--- config.mk ---
export PLATFORM = sky130hd
export DESIGN_NAME = first_fit_arena_allocator_unit
export DESIGN_NICKNAME = d
export VERILOG_FILES = /design/src/ffa_pkg.sv /design/src/ffa_ram.sv /design/src/first_fit_arena_allocator_unit.sv
export VERILOG_INCLUDE_DIRS = /design/src /design/src/src
export SDC_FILE = /design/constraint.sdc
export NUM_CORES = 1
export LEC_CHECK = 0
export BUFFER_PORTS_ARGS = -buffer_cell sky130_fd_sc_hd__buf_2
export CAP_MARGIN = 25
export CORE_UTILIZATION = 59
export CTS_BUF_LIST = sky130_fd_sc_hd__clkbuf_4
export DETAILED_ROUTE_END_ITERATION = 8
export PLACE_DENSITY = 0.78
export SYNTH_ARGS = -nofsm -noshare
export SYNTH_HDL_FRONTEND = slang
export SYNTH_SLANG_ARGS = --single-unit
--- constraint.sdc ---
create_clock -name clk -period 6.2 [get_ports clk]
set_input_delay 0.31 -clock clk [delete_from_list [all_inputs] [get_ports clk]]
set_output_delay 0.31 -clock clk [all_outputs]
set_load 0.1 [all_outputs]
--- src/first_fit_arena_allocator_unit_defines.svh ---
// assertion macros for the first fit arena allocator
// each macro samples on clk and is disabled while arst_n is low
`ifndef FIRST_FIT_ARENA_ALLOCATOR_UNIT_DEFINES_SVH
`define FIRST_FIT_ARENA_ALLOCATOR_UNIT_DEFINES_SVH

`ifndef NO_ASSERTIONS

// property that must hold at every edge
`define FFA_ASSERT(label, prop, msg) \
	label: assert property (@(posedge clk) disable iff (!arst_n) (prop)) else $error(msg);

// condition that must hold in the cycle after a trigger
`define FFA_ASSERT_NEXT(label, pre, post, msg) \
	label: assert property (@(posedge clk) disable iff (!arst_n) (pre) |=> (post)) \
		else $error(msg);

`else

`define FFA_ASSERT(label, prop, msg)
`define FFA_ASSERT_NEXT(label, pre, post, msg)

`endif

`endif

--- src/ffa_pkg.sv ---
package ffa_pkg;

	// field widths
	localparam int OP_W     = 2;
	localparam int ADDR_W   = 10;
	localparam int STATUS_W = 2;

	// default geometry
	localparam int ARENA_BYTES_DEF   = 1024;
	localparam int GRANULE_BYTES_DEF = 16;
	localparam int HEADER_BYTES_DEF  = 16;

	// operation codes
	localparam logic [OP_W-1:0] OP_ALLOC  = 2'd0;
	localparam logic [OP_W-1:0] OP_FREE   = 2'd1;
	localparam logic [OP_W-1:0] OP_REINIT = 2'd2;

	// status codes
	localparam logic [STATUS_W-1:0] ST_OK      = 2'd0;
	localparam logic [STATUS_W-1:0] ST_NOSPACE = 2'd1;
	localparam logic [STATUS_W-1:0] ST_BADFREE = 2'd2;

	// request word
	typedef struct packed {
		logic [OP_W-1:0]   op;
		logic [ADDR_W-1:0] req_bytes;
		logic [ADDR_W-1:0] free_addr;
	} req_t;

	// response word
	typedef struct packed {
		logic [ADDR_W-1:0]   result_addr;
		logic [STATUS_W-1:0] status;
	} rsp_t;

endpackage

--- src/ffa_ram.sv ---
module ffa_ram #(
	parameter int WIDTH = 8,
	parameter int DEPTH = 64
) (
	input  logic                     clk,
	input  logic                     we,
	input  logic [$clog2(DEPTH)-1:0] waddr,
	input  logic [WIDTH-1:0]         wdata,
	input  logic [$clog2(DEPTH)-1:0] raddr,
	output logic [WIDTH-1:0]         rdata
);

	logic [WIDTH-1:0] mem [DEPTH];
	logic [WIDTH-1:0] rdata_q;

	// one write port, one registered read port
	always_ff @(posedge clk) begin
		if (we) begin
			mem[waddr] <= wdata;
		end
		rdata_q <= mem[raddr];
	end

	assign rdata = rdata_q;

endmodule

--- src/first_fit_arena_allocator_unit.sv ---
// channel   direction   handshake                 word
// req       in          req_valid / req_ready     ffa_pkg::req_t  (op, req_bytes, free_addr)
// rsp       out         rsp_valid / rsp_ready     ffa_pkg::rsp_t  (result_addr, status)
//
// allocate and free walk the block headers in the header memory, one header a cycle, since
// each read address is the previous start plus the length just read; the steps are taking
// the word, the header walk, a write of the split header when allocate splits a block, and
// loading the response
// reinitialise and the unused op go from taking the word to loading the response; reinitialise clears the valid bits
// reset empties the valid bits, so no clearing pass is needed; one word is worked at a time
// a new word is taken while a response waits; the response stage stalls on rsp_ready
`include "first_fit_arena_allocator_unit_defines.svh"

module first_fit_arena_allocator_unit #(
	parameter int ARENA_BYTES   = ffa_pkg::ARENA_BYTES_DEF,
	parameter int GRANULE_BYTES = ffa_pkg::GRANULE_BYTES_DEF,
	parameter int HEADER_BYTES  = ffa_pkg::HEADER_BYTES_DEF
) (
	input  logic          clk,
	input  logic          arst_n,
	input  logic          req_valid,
	output logic          req_ready,
	input  ffa_pkg::req_t req,
	output logic          rsp_valid,
	input  logic          rsp_ready,
	output ffa_pkg::rsp_t rsp
);

	// geometry; the user must keep the granule a power of two, which the block itself does not enforce
	localparam int AddrW     = ffa_pkg::ADDR_W;
	localparam int GranCount = ARENA_BYTES / GRANULE_BYTES;
	localparam int HdrGrans  = (HEADER_BYTES + GRANULE_BYTES - 1) / GRANULE_BYTES;
	localparam int GranShift = $clog2(GRANULE_BYTES);
	localparam int IdxW      = $clog2(GranCount);
	localparam int LenW      = $clog2(GranCount + 1);
	localparam int EntW      = LenW + 1;
	localparam int SumW      = LenW + 1;
	localparam int NeedW     = AddrW + 1;
	localparam int CmpW      = (NeedW > LenW) ? NeedW : LenW;
	localparam int OffW      = $clog2(GranCount + HdrGrans + 1) + GranShift;
	localparam int CmpOffW   = (OffW > AddrW) ? OffW : AddrW;

	localparam logic [LenW-1:0]  HdrLen    = LenW'(HdrGrans);
	localparam logic [LenW-1:0]  MinSplit  = LenW'(HdrGrans + 1);
	localparam logic [SumW-1:0]  EndIdx    = SumW'(GranCount);
	localparam logic [EntW-1:0]  FirstEnt  = EntW'(GranCount);
	localparam logic [AddrW-1:0] GranMask  = AddrW'(GRANULE_BYTES - 1);
	localparam logic [NeedW-1:0] RoundUp   = NeedW'(GRANULE_BYTES - 1);

	// sequencer states
	localparam logic [1:0] S_IDLE  = 2'd0;
	localparam logic [1:0] S_WALK  = 2'd1;
	localparam logic [1:0] S_SPLIT = 2'd2;
	localparam logic [1:0] S_FIN   = 2'd3;

	logic [1:0]                     state_q;
	logic [ffa_pkg::OP_W-1:0]       op_q;
	logic [NeedW-1:0]               need_q;
	logic [AddrW-1:0]               faddr_q;
	logic [IdxW-1:0]                i_q;
	logic [IdxW-1:0]                split_idx_q;
	logic [LenW-1:0]                spare_q;
	logic [AddrW-1:0]               res_addr_q;
	logic [ffa_pkg::STATUS_W-1:0]   res_status_q;
	logic [GranCount-1:0]           valid_q;
	logic                           entry_valid_s1;
	logic                           rsp_valid_q;
	ffa_pkg::rsp_t                  rsp_q;

	logic                           ram_we;
	logic [IdxW-1:0]                ram_waddr;
	logic [EntW-1:0]                ram_wdata;
	logic [IdxW-1:0]                ram_raddr;
	logic [EntW-1:0]                ram_rdata;

	logic [EntW-1:0]                ent;
	logic                           ent_used;
	logic [LenW-1:0]                ent_len_raw;
	logic [LenW-1:0]                len;
	logic [LenW-1:0]                payload;
	logic [LenW-1:0]                need_len;
	logic [LenW-1:0]                spare;
	logic [LenW-1:0]                new_len;
	logic                           fit;
	logic                           do_split;
	logic [SumW-1:0]                next_i;
	logic [SumW-1:0]                nxt_blk;
	logic [OffW-1:0]                pos_off;
	logic                           addr_hit;
	logic                           walk_end;
	logic                           rsp_free;

	// header memory
	ffa_ram #(
		.WIDTH(EntW),
		.DEPTH(GranCount)
	) u_hdr_ram (
		.clk  (clk),
		.we   (ram_we),
		.waddr(ram_waddr),
		.wdata(ram_wdata),
		.raddr(ram_raddr),
		.rdata(ram_rdata)
	);

	// valid bit of the entry being read, aligned with the read data
	always_ff @(posedge clk) begin
		entry_valid_s1 <= valid_q[ram_raddr];
	end

	// header decode; a never written entry reads as the reset header at index 0 and as zero elsewhere
	assign ent         = entry_valid_s1 ? ram_rdata : ((i_q == '0) ? FirstEnt : '0);
	assign ent_used    = ent[EntW-1];
	assign ent_len_raw = ent[LenW-1:0];
	assign len         = (ent_len_raw == '0) ? LenW'(1) : ent_len_raw;
	assign payload     = len - HdrLen;
	assign need_len    = LenW'(need_q);
	assign fit         = !ent_used && (len >= HdrLen) && (CmpW'(need_q) <= CmpW'(payload));
	assign spare       = payload - need_len;
	assign do_split    = spare >= MinSplit;
	assign new_len     = do_split ? (HdrLen + need_len) : len;
	assign next_i      = SumW'(i_q) + SumW'(len);
	assign nxt_blk     = SumW'(i_q) + SumW'(HdrLen) + SumW'(need_len);
	assign walk_end    = next_i >= EndIdx;
	assign pos_off     = (OffW'(i_q) + OffW'(HdrGrans)) << GranShift;
	assign addr_hit    = CmpOffW'(pos_off) == CmpOffW'(faddr_q);
	assign rsp_free    = !rsp_valid_q || rsp_ready;

	// memory port control
	always_comb begin
		ram_we    = 1'b0;
		ram_waddr = i_q;
		ram_wdata = '0;
		ram_raddr = '0;
		unique case (state_q)
			S_IDLE: begin
				ram_raddr = '0;
			end
			S_WALK: begin
				ram_raddr = next_i[IdxW-1:0];
				if (op_q == ffa_pkg::OP_ALLOC && fit) begin
					ram_we    = 1'b1;
					ram_wdata = {1'b1, new_len};
				end else if (op_q == ffa_pkg::OP_FREE && addr_hit && ent_used) begin
					ram_we    = 1'b1;
					ram_wdata = {1'b0, ent_len_raw};
				end
			end
			S_SPLIT: begin
				ram_we    = 1'b1;
				ram_waddr = split_idx_q;
				ram_wdata = {1'b0, spare_q};
			end
			S_FIN: begin
				ram_raddr = '0;
			end
			default: begin
				ram_raddr = '0;
			end
		endcase
	end

	// sequencer
	always_ff @(posedge clk or negedge arst_n) begin
		if (!arst_n) begin
			state_q      <= S_IDLE;
			valid_q      <= '0;
			rsp_valid_q  <= 1'b0;
			op_q         <= ffa_pkg::OP_ALLOC;
			need_q       <= '0;
			faddr_q      <= '0;
			i_q          <= '0;
			split_idx_q  <= '0;
			spare_q      <= '0;
			res_addr_q   <= '0;
			res_status_q <= ffa_pkg::ST_OK;
			rsp_q        <= '0;
		end else begin
			// a word taken here is replaced below when the next one is loaded
			if (rsp_valid_q && rsp_ready && state_q != S_FIN) begin
				rsp_valid_q <= 1'b0;
			end
			if (ram_we) begin
				valid_q[ram_waddr] <= 1'b1;
			end
			unique case (state_q)
				S_IDLE: begin
					if (req_valid) begin
						op_q         <= req.op;
						need_q       <= (NeedW'(req.req_bytes) + RoundUp) >> GranShift;
						faddr_q      <= req.free_addr;
						i_q          <= '0;
						res_addr_q   <= '0;
						res_status_q <= ffa_pkg::ST_OK;
						case (req.op) inside
							ffa_pkg::OP_ALLOC, ffa_pkg::OP_FREE: begin
								state_q <= S_WALK;
							end
							ffa_pkg::OP_REINIT: begin
								valid_q <= '0;
								state_q <= S_FIN;
							end
							default: begin
								state_q <= S_FIN;
							end
						endcase
					end
				end
				S_WALK: begin
					if (op_q == ffa_pkg::OP_ALLOC) begin
						if (fit) begin
							res_addr_q   <= AddrW'(pos_off);
							res_status_q <= ffa_pkg::ST_OK;
							if (do_split && nxt_blk < EndIdx) begin
								split_idx_q <= nxt_blk[IdxW-1:0];
								spare_q     <= spare;
								state_q     <= S_SPLIT;
							end else begin
								state_q <= S_FIN;
							end
						end else if (walk_end) begin
							res_status_q <= ffa_pkg::ST_NOSPACE;
							state_q      <= S_FIN;
						end else begin
							i_q <= next_i[IdxW-1:0];
						end
					end else begin
						if (addr_hit) begin
							res_status_q <= ent_used ? ffa_pkg::ST_OK : ffa_pkg::ST_BADFREE;
							state_q      <= S_FIN;
						end else if (walk_end) begin
							res_status_q <= ffa_pkg::ST_BADFREE;
							state_q      <= S_FIN;
						end else begin
							i_q <= next_i[IdxW-1:0];
						end
					end
				end
				S_SPLIT: begin
					state_q <= S_FIN;
				end
				S_FIN: begin
					if (rsp_free) begin
						rsp_valid_q       <= 1'b1;
						rsp_q.result_addr <= res_addr_q;
						rsp_q.status      <= res_status_q;
						state_q           <= S_IDLE;
					end
				end
				default: begin
					state_q <= S_IDLE;
				end
			endcase
		end
	end

	assign req_ready = (state_q == S_IDLE);
	assign rsp_valid = rsp_valid_q;
	assign rsp       = rsp_q;

	// checks
	`FFA_ASSERT_NEXT(a_busy_after_accept, req_valid && req_ready, state_q != S_IDLE, "accepted word left the sequencer idle")
	`FFA_ASSERT(a_fail_addr_zero, !rsp_valid || rsp.status == ffa_pkg::ST_OK || rsp.result_addr == '0, "failed response carries an address")
	`FFA_ASSERT(a_ok_addr_aligned, !rsp_valid || (rsp.result_addr & GranMask) == '0, "response address off granule")
	`FFA_ASSERT_NEXT(a_split_after_fit, state_q == S_WALK && !ram_we, state_q != S_SPLIT, "split without a used header write")

endmodule
=== Word-level counts from Yosys, hierarchy flattened ===
Memories as Yosys holds them, arrays and structs flattened. A register that Yosys moved wholly into a read port is not among the register bits.
Cells that the tools add are included.
Widths: inputs -> output; s select.

* Add/subtract/negate cells: 8
* Multiply operators: 0
* Div/mod/pow operators: 0
* Magnitude comparators: 8
* Equality and inequality tests: 16
* Shift operators: 0
* Mux-type cells: 53
* Bitwise operators: 1
* Reduce and logical (&&, ||, !) cells: 26

{| class="wikitable"
|+ Operators by type and width
! kind !! count
|-
| $mux 64 || 5
|-
| $or 64x64->64 || 1
|-
| $mux 6 || 7
|-
| $mux 10 || 3
|-
| $mux 2 || 14
|-
| $mux 7 || 4
|-
| $pmux 10 s2 || 1
|-
| $mux 8 || 2
|-
| $pmux 8 s2 || 1
|-
| $reduce_and 4->1 || 4
|-
| $add 6x1->7 const B || 2
|-
| $lt 6x7->1 const B || 2
|-
| $pmux 6 s2 || 1
|-
| $add 10x4->11 const B || 1
|-
| $eq 11x10->1 || 1
|-
| $mux 1 || 10
|-
| $ne 2x2->1 const B || 5
|-
| $logic_and 1x1->1 || 9
|-
| $add 6x7->8 || 1
|-
| $add 7x7->8 || 1
|-
| $ge 8x7->1 const B || 1
|-
| $lt 8x7->1 const B || 1
|-
| $ne 4x4->1 const B || 2
|-
| $pmux 2 s4 || 1
|-
| 22 further kinds || 32
|}

* Register bits after elaboration: 130
* Bits in latches: 0
* Bits in writable memories: 512
* ROM bits: 0
* Input bits: 26
* Output and inout port bits: 14
* Memories kept: 1

{| class="wikitable"
|+ Memory list
! memory !! depth !! width !! read ports !! clocked after memory_dff !! wr ports !! RTL line !! source
|-
| u_hdr_ram.mem || 64 || 8 || 1 || 1 || 1 || ffa_ram.sv:13 || <nowiki>logic [WIDTH-1:0] mem [DEPTH];</nowiki>
|}

=== Logic depth before layout (Yosys ltp) ===
Gate-level depths: netlist of run 1.

* Depth in word-level cells: 16
* Mapped depth: 21

=== By module ===
A second synthesis of run 1 with hierarchy kept.

* Cell total of the unflattened synthesis: 1717
* Area, all modules: 27721.6 sq um

{| class="wikitable"
|+ Modules (own cells, without submodules)
! module !! instances !! cells an instance !! area each (sq um)
|-
| ffa_ram || 1 || 940 || 20166.8
|-
| first_fit_arena_allocator_unit || 1 || 777 || 7554.7
|}

=== Least setup slack after synthesis of run 1 ===
No wires, ideal clock.

* Kind: reg2reg
* Start: register i_q[0]
* End: memory u_hdr_ram.mem[0][3], data pin
* Library setup time: 567 ps
* Arrival: 5727 ps
* Slack: -94 ps
* Stages on the path, launching flop included: 21
* Path buffers: 3
* Period minus slack after synthesis: 6294 ps
* Path through: dfrtp_1 > clkbuf_1 > inv_1 > ha_1 > or4b_4 > nor3_1 > a31oi_1 > inv_1 > ha_1 > nand3_1 > or3_1 > xnor2_1 > ha_1 > o21a_1 > o21ai_0 > a31oi_4 > and3_1 > buf_2 > clkbuf_1 > nand3_1 > o221ai_1

* Word-level cells in the longest chain between the ends: 11
* Elaborated cells between the ends (all ways): 21
* Classes of those cells: add/sub: 3; order compare: 3; eq/ne: 1; mux: 7; reduce/logical: 7

{| class="wikitable"
|+ Ends and longest elaborated chain
! item !! RTL line !! source
|-
| start, declared || first_fit_arena_allocator_unit.sv:60 || <nowiki>logic [IdxW-1:0] i_q;</nowiki>
|-
| start signal, assigned || first_fit_arena_allocator_unit.sv:225 || <nowiki>i_q <= next_i[IdxW-1:0];</nowiki>
|-
| start signal, assigned || first_fit_arena_allocator_unit.sv:235 || <nowiki>i_q <= next_i[IdxW-1:0];</nowiki>
|-
| $logic_not 6->1 || first_fit_arena_allocator_unit.sv:112 || <nowiki>assign ent = entry_valid_s1 ? ram_rdata : ((i_q == '0) ? FirstEnt : '0);</nowiki>
|-
| $mux 7 || first_fit_arena_allocator_unit.sv:112 ||
|-
| $mux 8 || first_fit_arena_allocator_unit.sv:112 ||
|-
| $logic_not 7->1 || first_fit_arena_allocator_unit.sv:115 || <nowiki>assign len = (ent_len_raw == '0) ? LenW'(1) : ent_len_raw;</nowiki>
|-
| $mux 7 || first_fit_arena_allocator_unit.sv:115 ||
|-
| $sub 7x1->7 / $ge 7x1->1 (equally long branches) || first_fit_arena_allocator_unit.sv:116, first_fit_arena_allocator_unit.sv:118 ||
|-
| $sub 7x7->7, or another cell as far along || first_fit_arena_allocator_unit.sv:119 || <nowiki>assign spare = payload - need_len;</nowiki>
|-
| $ge 7x2->1 / $logic_and 1x1->1 (equally long branches) || first_fit_arena_allocator_unit.sv:120, first_fit_arena_allocator_unit.sv:118 ||
|-
| $mux 7 / $logic_and 1x1->1 (equally long branches) || first_fit_arena_allocator_unit.sv:121, first_fit_arena_allocator_unit.sv:141 ||
|-
| $mux 8 (*) || first_fit_arena_allocator_unit.sv:141 || <nowiki>if (op_q == ffa_pkg::OP_ALLOC && fit) begin</nowiki>
|-
| $pmux 8 s2 (*) || first_fit_arena_allocator_unit.sv:135 || <nowiki>unique case (state_q)</nowiki>
|-
| via ram_wdata[3] || first_fit_arena_allocator_unit.sv:72 || <nowiki>logic [EntW-1:0] ram_wdata;</nowiki>
|-
| end, declared || ffa_ram.sv:13 ||
|}

Mark *: on every way through the listed nets, which the timed path passes. The rest lies on a longest branch.

=== Worst setup path after layout of run 1 ===
* Start: register i_q[1]
* End: memory u_hdr_ram.mem[43][3], enable pin

* Word-level cells in the longest chain between the ends: 13
* Elaborated cells between the ends (all ways): 21
* Classes of those cells: add/sub: 2; order compare: 2; eq/ne: 1; mux: 9; reduce/logical: 7

{| class="wikitable"
|+ Ends and longest elaborated chain
! item !! RTL line !! source
|-
| $logic_not 6->1 || first_fit_arena_allocator_unit.sv:112 ||
|-
| $mux 7 || first_fit_arena_allocator_unit.sv:112 ||
|-
| $mux 8 || first_fit_arena_allocator_unit.sv:112 ||
|-
| $logic_not 7->1 || first_fit_arena_allocator_unit.sv:115 ||
|-
| $mux 7 || first_fit_arena_allocator_unit.sv:115 ||
|-
| $sub 7x1->7 / $ge 7x1->1 (equally long branches) || first_fit_arena_allocator_unit.sv:116, first_fit_arena_allocator_unit.sv:118 ||
|-
| $le 7x7->1 / $logic_and 1x1->1 (equally long branches) || first_fit_arena_allocator_unit.sv:118 || <nowiki>assign fit = !ent_used && (len >= HdrLen) && (CmpW'(need_q) <= CmpW'(payload));</nowiki>
|-
| $logic_and 1x1->1 || first_fit_arena_allocator_unit.sv:118 ||
|-
| $logic_and 1x1->1 || first_fit_arena_allocator_unit.sv:141 ||
|-
| $mux 1 || first_fit_arena_allocator_unit.sv:141 ||
|-
| $pmux 1 s2 || first_fit_arena_allocator_unit.sv:135 ||
|-
| $mux 1 || ffa_ram.sv:18 || <nowiki>if (we) begin</nowiki>
|-
| $mux 1 (implied by the code) || ffa_ram.sv:19 || <nowiki>mem[waddr] <= wdata;</nowiki>
|}

Several ways; a longest one is shown, not always the timed one.

==> key figures, run 1 <==
Floorplan
  – Die H: about 220 um
  – FP Rows: roughly 80
  – Initial Utilization: between 50% and 60%
  – Core ar.: around 45000 um2
  – Die ar.: about 47000 um2
  – DIE WIDTH: 215.9 um
  – IO Count: 40

CTS
  – Clock sink count: between 600 and 700
  – Worst-path clk slew: approximately 70 ps
  – Hold_buf cts: 30
  – Bufs on Longest Clock Path: 3
  – Clock Latency Late Sink: between 1000 and 1500 ps
  – H-tree depth: 4
  – CTS Buf Count: 156
  – CTS resizes: 0
  – CTS root buffer: clkbuf_4
  – Post-CTS setup buffers: 0
  – CTS tree: yes

STA
  – Final hold violation count: 0
  – RSZ-0062 raised after global routing: false
  – Highest clock rate: 183.7 MHz
  – Slew Viols, Final: 0
  – Clock Skews: 66.89 ps
  – Setup violations, final: 0
  – Slew HR: 34.62%
  – Worst-Margin Slew: 978.4 ps
  – Final Cycle Share: 87.80%
  – Period minus WS final: 5443 ps
  – Setup WS post-layout: 756.7 ps
  – Setup TNS Final: 0 ps

Synthesis
  – Post-synth top area cell: edfxtp_1
  – Post-synthesis sequential area ratio: between 60 and 70%
  – Mapped Avg Cell Area: about 16 um2
  – Most used DFF post-synth: edfxtp_1
  – Area of the mapped netlist: 27000 um2
  – Post-synth ARST share: between 10% and 20%
  – Yosys warnings: 0
  – Post-synth top area share: between 50% and 60%
  – Post-synth EDFFs: 512
  – Count of cell types in the netlist: 75
  – Gate Count Post-Synth: ~1700
  – #FFs+latches synth: around 640
  – Area contributors post-synth: edfxtp_1, dfrtp_1, mux4_2

Placed design
  – Area post-placement: roughly 28000 um2
  – GP Congestion: 0.9318
  – HPWL after DPL: between 40000 and 50000 um
  – Pre-CTS setup slack: 822.1 ps
  – IO Port Bufs: 35
  – Dpl cells: around 2300

Power and ir drop
  – Leak pwr: roughly 11 nW
  – Max VDD drop: between 0.0005 and 0.0006 V
  – P per Cell Area: between 500 and 600 nW/um2

Routing
  – Final ANT Viol Nets: 0
  – Drt wl/cell: ~26 um
  – Avg Vias per Cell: about 6.6
  – Routed vias: between 15000 and 20000
  – Total Wirelength: approximately 67000 um
  – TritonRoute pass-1 iters: 6
  – Remaining DRCs: 0
  – Metal-1 WL: 26040 um
  – Met2 WL post-DR: approximately 32000 um
  – Drt first-iter violations: 2183
  – DR top layer: met4
  – Metal3 WL: ~7000 um

Setup path
  – Crit Path Category: flop to flop
  – CP startpoint kind: flop
  – CP Data Required Time: 6790 ps
  – Worst-path fanout max: 12
  – CP endpoint kind: flop
  – Crit path DAT: about 6000 ps

Job
  – Max cap viols: 0

Global routing
  – Vias in the first global route: 17150
  – Largest net degree at the start of global routing: approximately 100
  – First-pass GRT wire length: 102200 um
  – Antenna violations before repair: 3
  – Remaining Overflow, GRT: 0
  – GRT Util Overall: between 20 and 30%

Cells and area
  – Layout area overhead: 12.73%
  – Commonest non-fill, non-tap cell in the layout: edfxtp_1
  – Finished Layout Cells: around 2600
  – # nets final: between 1500 and 2000
  – Final Cell Area: between 30000 and 40000 um2
  – Share of layout cells above drive strength 1: roughly a quarter
  – Most frequent cells in the layout: edfxtp_1, clkbuf_4, o21ai_0

Outcome
  – Status: completed

Worst hold path
  – HP Class: input pin to flop
-- critical path, stage by stage, from the launching register on --
cell and delay [ps]:
dfrtp_1 470, inv_1 190, ha_1 170, or4b_4 480
nor3_1 180, a31oi_1 160, inv_1 170, ha_1 210
nand3_1 110, or3_1 330, xnor2_1 140, ha_1 320
o21a_1 120, o21ai_0 110, a31oi_4 260, and3_1 280
a221o_1 320, nand2_1 370, nor2_1 670
-- registers in the layout, summed over array words and instances, names as in the netlist --
name and cells:
entry_valid_s1 1, faddr_q 10, i_q 6, need_q 7
op_q 2, res_addr_q 6, res_status_q 2, rsp 8
rsp_valid 1, spare_q 7, split_idx_q 6, state_q 2
u_hdr_ram.mem 512, u_hdr_ram.rdata 8, valid_q 64
-- cells in the mapped netlist, types with 7 or more instances --
library cell,n
edfxtp_1,512
o21ai_0,124
dfrtp_1,121
mux4_2,108
nor2_1,102
nand2_1,97
o22ai_1,93
o221ai_1,78
clkbuf_1,65
inv_1,35
a22o_1,34
buf_2,32
nand3_1,32
ha_1,28
mux2_2,23
xnor2_1,23
a21oi_1,11
mux2i_1,11
nor3_1,10
xor2_1,10
dfxtp_1,9
o21a_1,8
o31ai_1,8
and2_1,7
buf_1,7
buf_4,7
nand4_1,7
nor2b_1,7
-- stage by stage --
stage	total power [W]	hold slack [ps]	utilization [%]
floorplan	0.01114	14.41	-
global placement	0.01324	299.0	62.09
detailed placement	0.01346	310.8	62.09
CTS	0.01694	18.18	67.09
global route	0.01782	70.31	67.21
finish	0.01704	85.76	67.21
-- routing by layer --
metal	track usage, %	up-vias
li1	-	7248
met3	7.992	179
met5	0	-
met2	45.18	1164
met4	13.38	0
met1	40.52	8544
-- area by class of cell --
type,count,area [um2]
flip-flops and latches,642,18580
fillers,3003,14850
multi-input cells,913,7929
clock buffers,221,1659
repair buffers,123,1069
well taps,600,750.7
clock inverters,44,295.3
inverters,37,141.4
diodes,4,10.01
-- report_power, final --
group / total, W / internal, W / switching, W / leakage (nW)
logic: 0.00808 / 0.00297 / 0.00510 / 3.27
registers: 0.00550 / 0.00522 / 0.000284 / 6.42
clock network: 0.00346 / 0.00178 / 0.00168 / 1.15
total: 0.0170 / 0.00997 / 0.00707 / 10.8
-- logic make-up (layout without fill, tap and decap cells) --
group | count (synthesis) | in the layout | share of synthesized area, %
fa+ha+maj | 31 | 31 | 1.520
buf+inv | 151 | 425 | 2.428
mux | 148 | 148 | 10.71
flops | 642 | 642 | 68.83
xor+xnor | 34 | 34 | 1.131
other cells | 1 | 8 | 0.01389
simple gates | 292 | 292 | 4.982
compound gates | 404 | 404 | 10.39
-- path summary, 6_finish.rpt --
check	start	endpoint	slack (ps)	cells past startpoint
max in group asynchronous	arst_n	valid_q[0]$_DFF_PN0_	5180	5
min in group asynchronous	arst_n	spare_q[6]$_DFFE_PN0P_	410	4
worst min register to register	valid_q[1]$_DFF_PN0_	valid_q[1]$_DFF_PN0_	490	2
worst min-delay path	req[11]	need_q[2]$_DFFE_PN0P_	90	6
worst max-delay path	i_q[1]$_DFFE_PN0P_	u_hdr_ram.mem[43][3]$_DFFE_PP_	760	18
worst max register to register	i_q[1]$_DFFE_PN0P_	u_hdr_ram.mem[43][3]$_DFFE_PP_	760	18
No activity file was read; power rests on OpenSTA's default activity.
==> inputs of run 2 (changes only) <==
--- a/config.mk
+++ b/config.mk
@@ -8,10 +8,10 @@
 export LEC_CHECK = 0
 export BUFFER_PORTS_ARGS = -buffer_cell sky130_fd_sc_hd__buf_2
 export CAP_MARGIN = 25
-export CORE_UTILIZATION = 59
+export CORE_UTILIZATION = 60
 export CTS_BUF_LIST = sky130_fd_sc_hd__clkbuf_4
 export DETAILED_ROUTE_END_ITERATION = 8
-export PLACE_DENSITY = 0.78
+export PLACE_DENSITY = 0.76
 export SYNTH_ARGS = -nofsm -noshare
 export SYNTH_HDL_FRONTEND = slang
 export SYNTH_SLANG_ARGS = --single-unit
==> constraint.sdc (replaced) <==
create_clock -name clk -period 6.9 [get_ports clk]
set_input_delay 0.345 -clock clk [delete_from_list [all_inputs] [get_ports clk]]
set_output_delay 0.345 -clock clk [all_outputs]
set_load 0.1 [all_outputs]
==> run 2 against run 1 <==
- hold slack better by 40 ps
- clock skew down 1.5 ps
- core utilization up 0.79 points
- final cell count down 1.4%
- register-to-register slack better by 90 ps
- sequential share of layout area up 0.61 points
- clock power down 12%
- flip-flop and latch count unchanged
- global-route usage down 0.29 points
- critical path type unchanged
- critical endpoint is now u_hdr_ram.mem[15][7]$_DFFE_PP_
==> key figures, run 2 (same netlist as run 1, synthesis figures left out) <==
Cells and area
  – Largest reg by FF count: u_hdr_ram.mem
  – Most frequent cells in the layout: edfxtp_1, clkbuf_4, o21ai_0
  – # nets final: 1899 (-1.6%)
  – Max reg flops: 512 (unchanged)
  – Final Cell Area: 30140 um2 (-0.99%)
  – Largest regs: u_hdr_ram.mem: 512 flops, valid_q: 64 flops, faddr_q: 10 flops
  – Layout fillers: 3006 (+0.10%)
  – Share of layout cells above drive strength 1: 24.53% (-0.83 points)
  – Layout area overhead: 11.62%
  – Commonest non-fill, non-tap cell in the layout: edfxtp_1
  – Util after Layout: 68.00% (+0.79 points)

Power and ir drop
  – Max VDD drop: 0.0005504 V (-3.4%)
  – Pwr Total: 0.01520 W (-11%)
  – Clk pwr share: 20.2% (about the same)
  – Switching power: 0.006299 W (-11%)
  – P per Cell Area: 504.2 nW/um2 (-9.9%)
  – Sw Ratio: 41.45% (about the same)
  – Reg power frac: 32.6% (+0.3 points)
  – Internal: 0.008897 W (-11%)
  – Combinational share of power: 47.3% (about the same)
  – Leak pwr: 10.67 nW (-1.6%)

STA
  – Final hold violation count: 0 (unchanged)
  – Setup TNS Final: 0 ps (unchanged)
  – Period minus WS final: 6057 ps (+613.7 ps)
  – Worst-Margin Slew: 1029 ps (+50.17 ps)
  – Worst hold margin: 125.6 ps (+39.85 ps)
  – Highest clock rate: 165.1 MHz (-10%)
  – Final Cycle Share: 87.78% (about the same)
  – RSZ-0062 raised after global routing: false
  – Slew HR: 31.14% (-3.5 points)
  – Slew Viols, Final: 0 (unchanged)
  – Clock Skews: 65.40 ps (-1.491 ps)
  – Setup violations, final: 0 (unchanged)

CTS
  – Bufs on Longest Clock Path: 3 (unchanged)
  – CTS root buffer: clkbuf_4
  – Post-CTS setup buffers: 0 (unchanged)
  – H-tree depth: 4 (unchanged)
  – CTS resizes: 0 (unchanged)
  – Clock sink count: 642 (unchanged)
  – Hold_buf cts: 29 (-3.3%)
  – CTS Buf Count: 157 (+0.64%)
  – Worst-path clk slew: 70 ps (about the same)
  – CTS tree: yes
  – Clock Latency Late Sink: 1040 ps (+30 ps)

Routing
  – Drt first-iter violations: 2029 (-7.1%)
  – Remaining DRCs: 0 (unchanged)
  – Routed vias: 16810 (-1.9%)
  – Avg Vias per Cell: 6.594 (-0.57%)
  – Final ANT Viol Nets: 0 (unchanged)
  – Total Wirelength: 65780 um (-2.3%)
  – TritonRoute pass-1 iters: 5 (-1)
  – Drt wl/cell: 25.81 um (-0.98%)

Floorplan
  – DIE WIDTH: 214.1 um (-0.83%)
  – Core ar.: 44320 um2 (-2.1%)
  – Die ar.: 45850 um2 (-1.7%)
  – Die H: 214.1 um (-0.83%)
  – FP Rows: 77 (-1.3%)
  – IO Count: 40 (unchanged)
  – Initial Utilization: 60.92% (+1.3 points)

Global routing
  – GRT Util Overall: 29.40% (-0.29 points)
  – Largest net degree at the start of global routing: 98 (-1.0%)
  – First-pass GRT wire length: 99490 um (-2.7%)
  – Vias in the first global route: 16610 (-3.1%)
  – Antenna violations before repair: 2 (-1)
  – Remaining Overflow, GRT: 0 (unchanged)

Setup path
  – Max incr delay on CP: 760 ps (+90 ps)
  – Critical path, cell by cell: inv_1, ha_1, or4b_4, nor3_1, a31oi_1, inv_1, ha_1, nand3_1, or3_1, xnor2_1, ha_1, o21a_1, o21ai_0, a31oi_4, and3_1, a221o_1, nand2_1, nor2_1
  – CP endpoint kind: flop
  – Worst path top cell family by delay: simple AND/OR/NAND/NOR gates
  – CP Data Required Time: 7530 ps (+740 ps)
  – CP startpoint kind: flop
  – Crit Path Category: flop to flop
  – Worst-path fanout max: 18 (+6)
  – Crit-path slowest cell: nor2_1
  – Buf+Inv Stages, Crit Path: 2 (unchanged)
  – Critical Path Most Common Cell: ha_1
  – Crit path DAT: 6680 ps (+650 ps)

Outcome
  – Status: completed

Placed design
  – IO Port Bufs: 35 (unchanged)
  – Area post-placement: 27840 um2 (-0.97%)
  – HPWL after DPL: 40050 um (-2.1%)
  – GP Congestion: 0.8896 (-4.5%)

Job
  – Max cap viols: 0 (unchanged)

Worst hold path
  – HP Class: input pin to flop
==> run 2: cell types whose count changed in the layout (fill, tap and decap cells not counted), moves of 2 or more <==
| cell | delta |
|---|---|
| clkbuf_4 | +7 |
| clkinv_1 | -6 |
| clkinv_4 | +2 |
| bufinv_16 | -2 |
| buf_12 | -5 |
| buf_4 | -27 |
| diode_2 | +4 |
| inv_6 | -3 |
==> run 2: final cells by class <==
cell class / instances / area [um2] / area share, %
sequential: 642 / 18580 / 61.66
multi-input combinational: 913 / 7929 / 26.31
clock buffer: 228 / 1712 / 5.680
timing repair buffer: 91 / 783.3 / 2.599
tap: 592 / 740.7 / 2.458
clock inverter: 38 / 227.7 / 0.7556
inverter: 37 / 141.4 / 0.4692
antenna: 8 / 20.02 / 0.06643
==> run 2: worst paths after layout <==
kind | from | to | slack [ps] | cells after the start
worst max-delay path | i_q[0]$_DFFE_PN0P_ | u_hdr_ram.mem[15][7]$_DFFE_PP_ | 840 | 18
worst min-delay path | req[3] | faddr_q[3]$_DFFE_PN0P_ | 130 | 3
worst max register to register | i_q[0]$_DFFE_PN0P_ | u_hdr_ram.mem[15][7]$_DFFE_PP_ | 840 | 18
worst min register to register | res_addr_q[9]$_DFFE_PN0P_ | res_addr_q[9]$_DFFE_PN0P_ | 470 | 2
max in group asynchronous | arst_n | valid_q[17]$_DFF_PN0_ | 5600 | 4
min in group asynchronous | arst_n | valid_q[12]$_DFF_PN0_ | 430 | 4
==> run 2: per-layer routing <==
layer / GRT usage, % / wire length [um]
met5: 0 / 0
met4: 16.05 / 2795
met3: 6.823 / 6198
met2: 45.10 / 31520
met1: 39.46 / 25260
==> run 2: worst register-to-register path, delay by kind of cell, from the launching register on <==
| family | cells | cell delay [ps] |
|---|---|---|
| and+or+nand+nor | 7 | 2940 |
| AOI/OAI and AO/OA | 5 | 1060 |
| adders and majority gates | 3 | 700 |
| DFF | 1 | 510 |
| buffers and inverters | 2 | 350 |
| xor gates and xnor gates | 1 | 140 |
==> run 2: power by group through the flow <==
stage	clock, W	combinational (W)	sequential [W]
finish	0.00306	0.00718	0.00495
CTS	0.00312	0.00710	0.00494
global route	0.00331	0.00763	0.00497
global placement	0	0.00687	0.00501
detailed placement	0	0.00706	0.00502
floorplan	0	0.00497	0.00504
==> run 2: stage by stage <==
step           cells  setup WS, ps
6_report        2549         843.0
5_1_grt         2547         568.5
4_1_cts         2540         955.2
3_5_place_dp    2245         968.4
3_3_place_gp    2243          1174
2_1_floorplan   1706         605.8
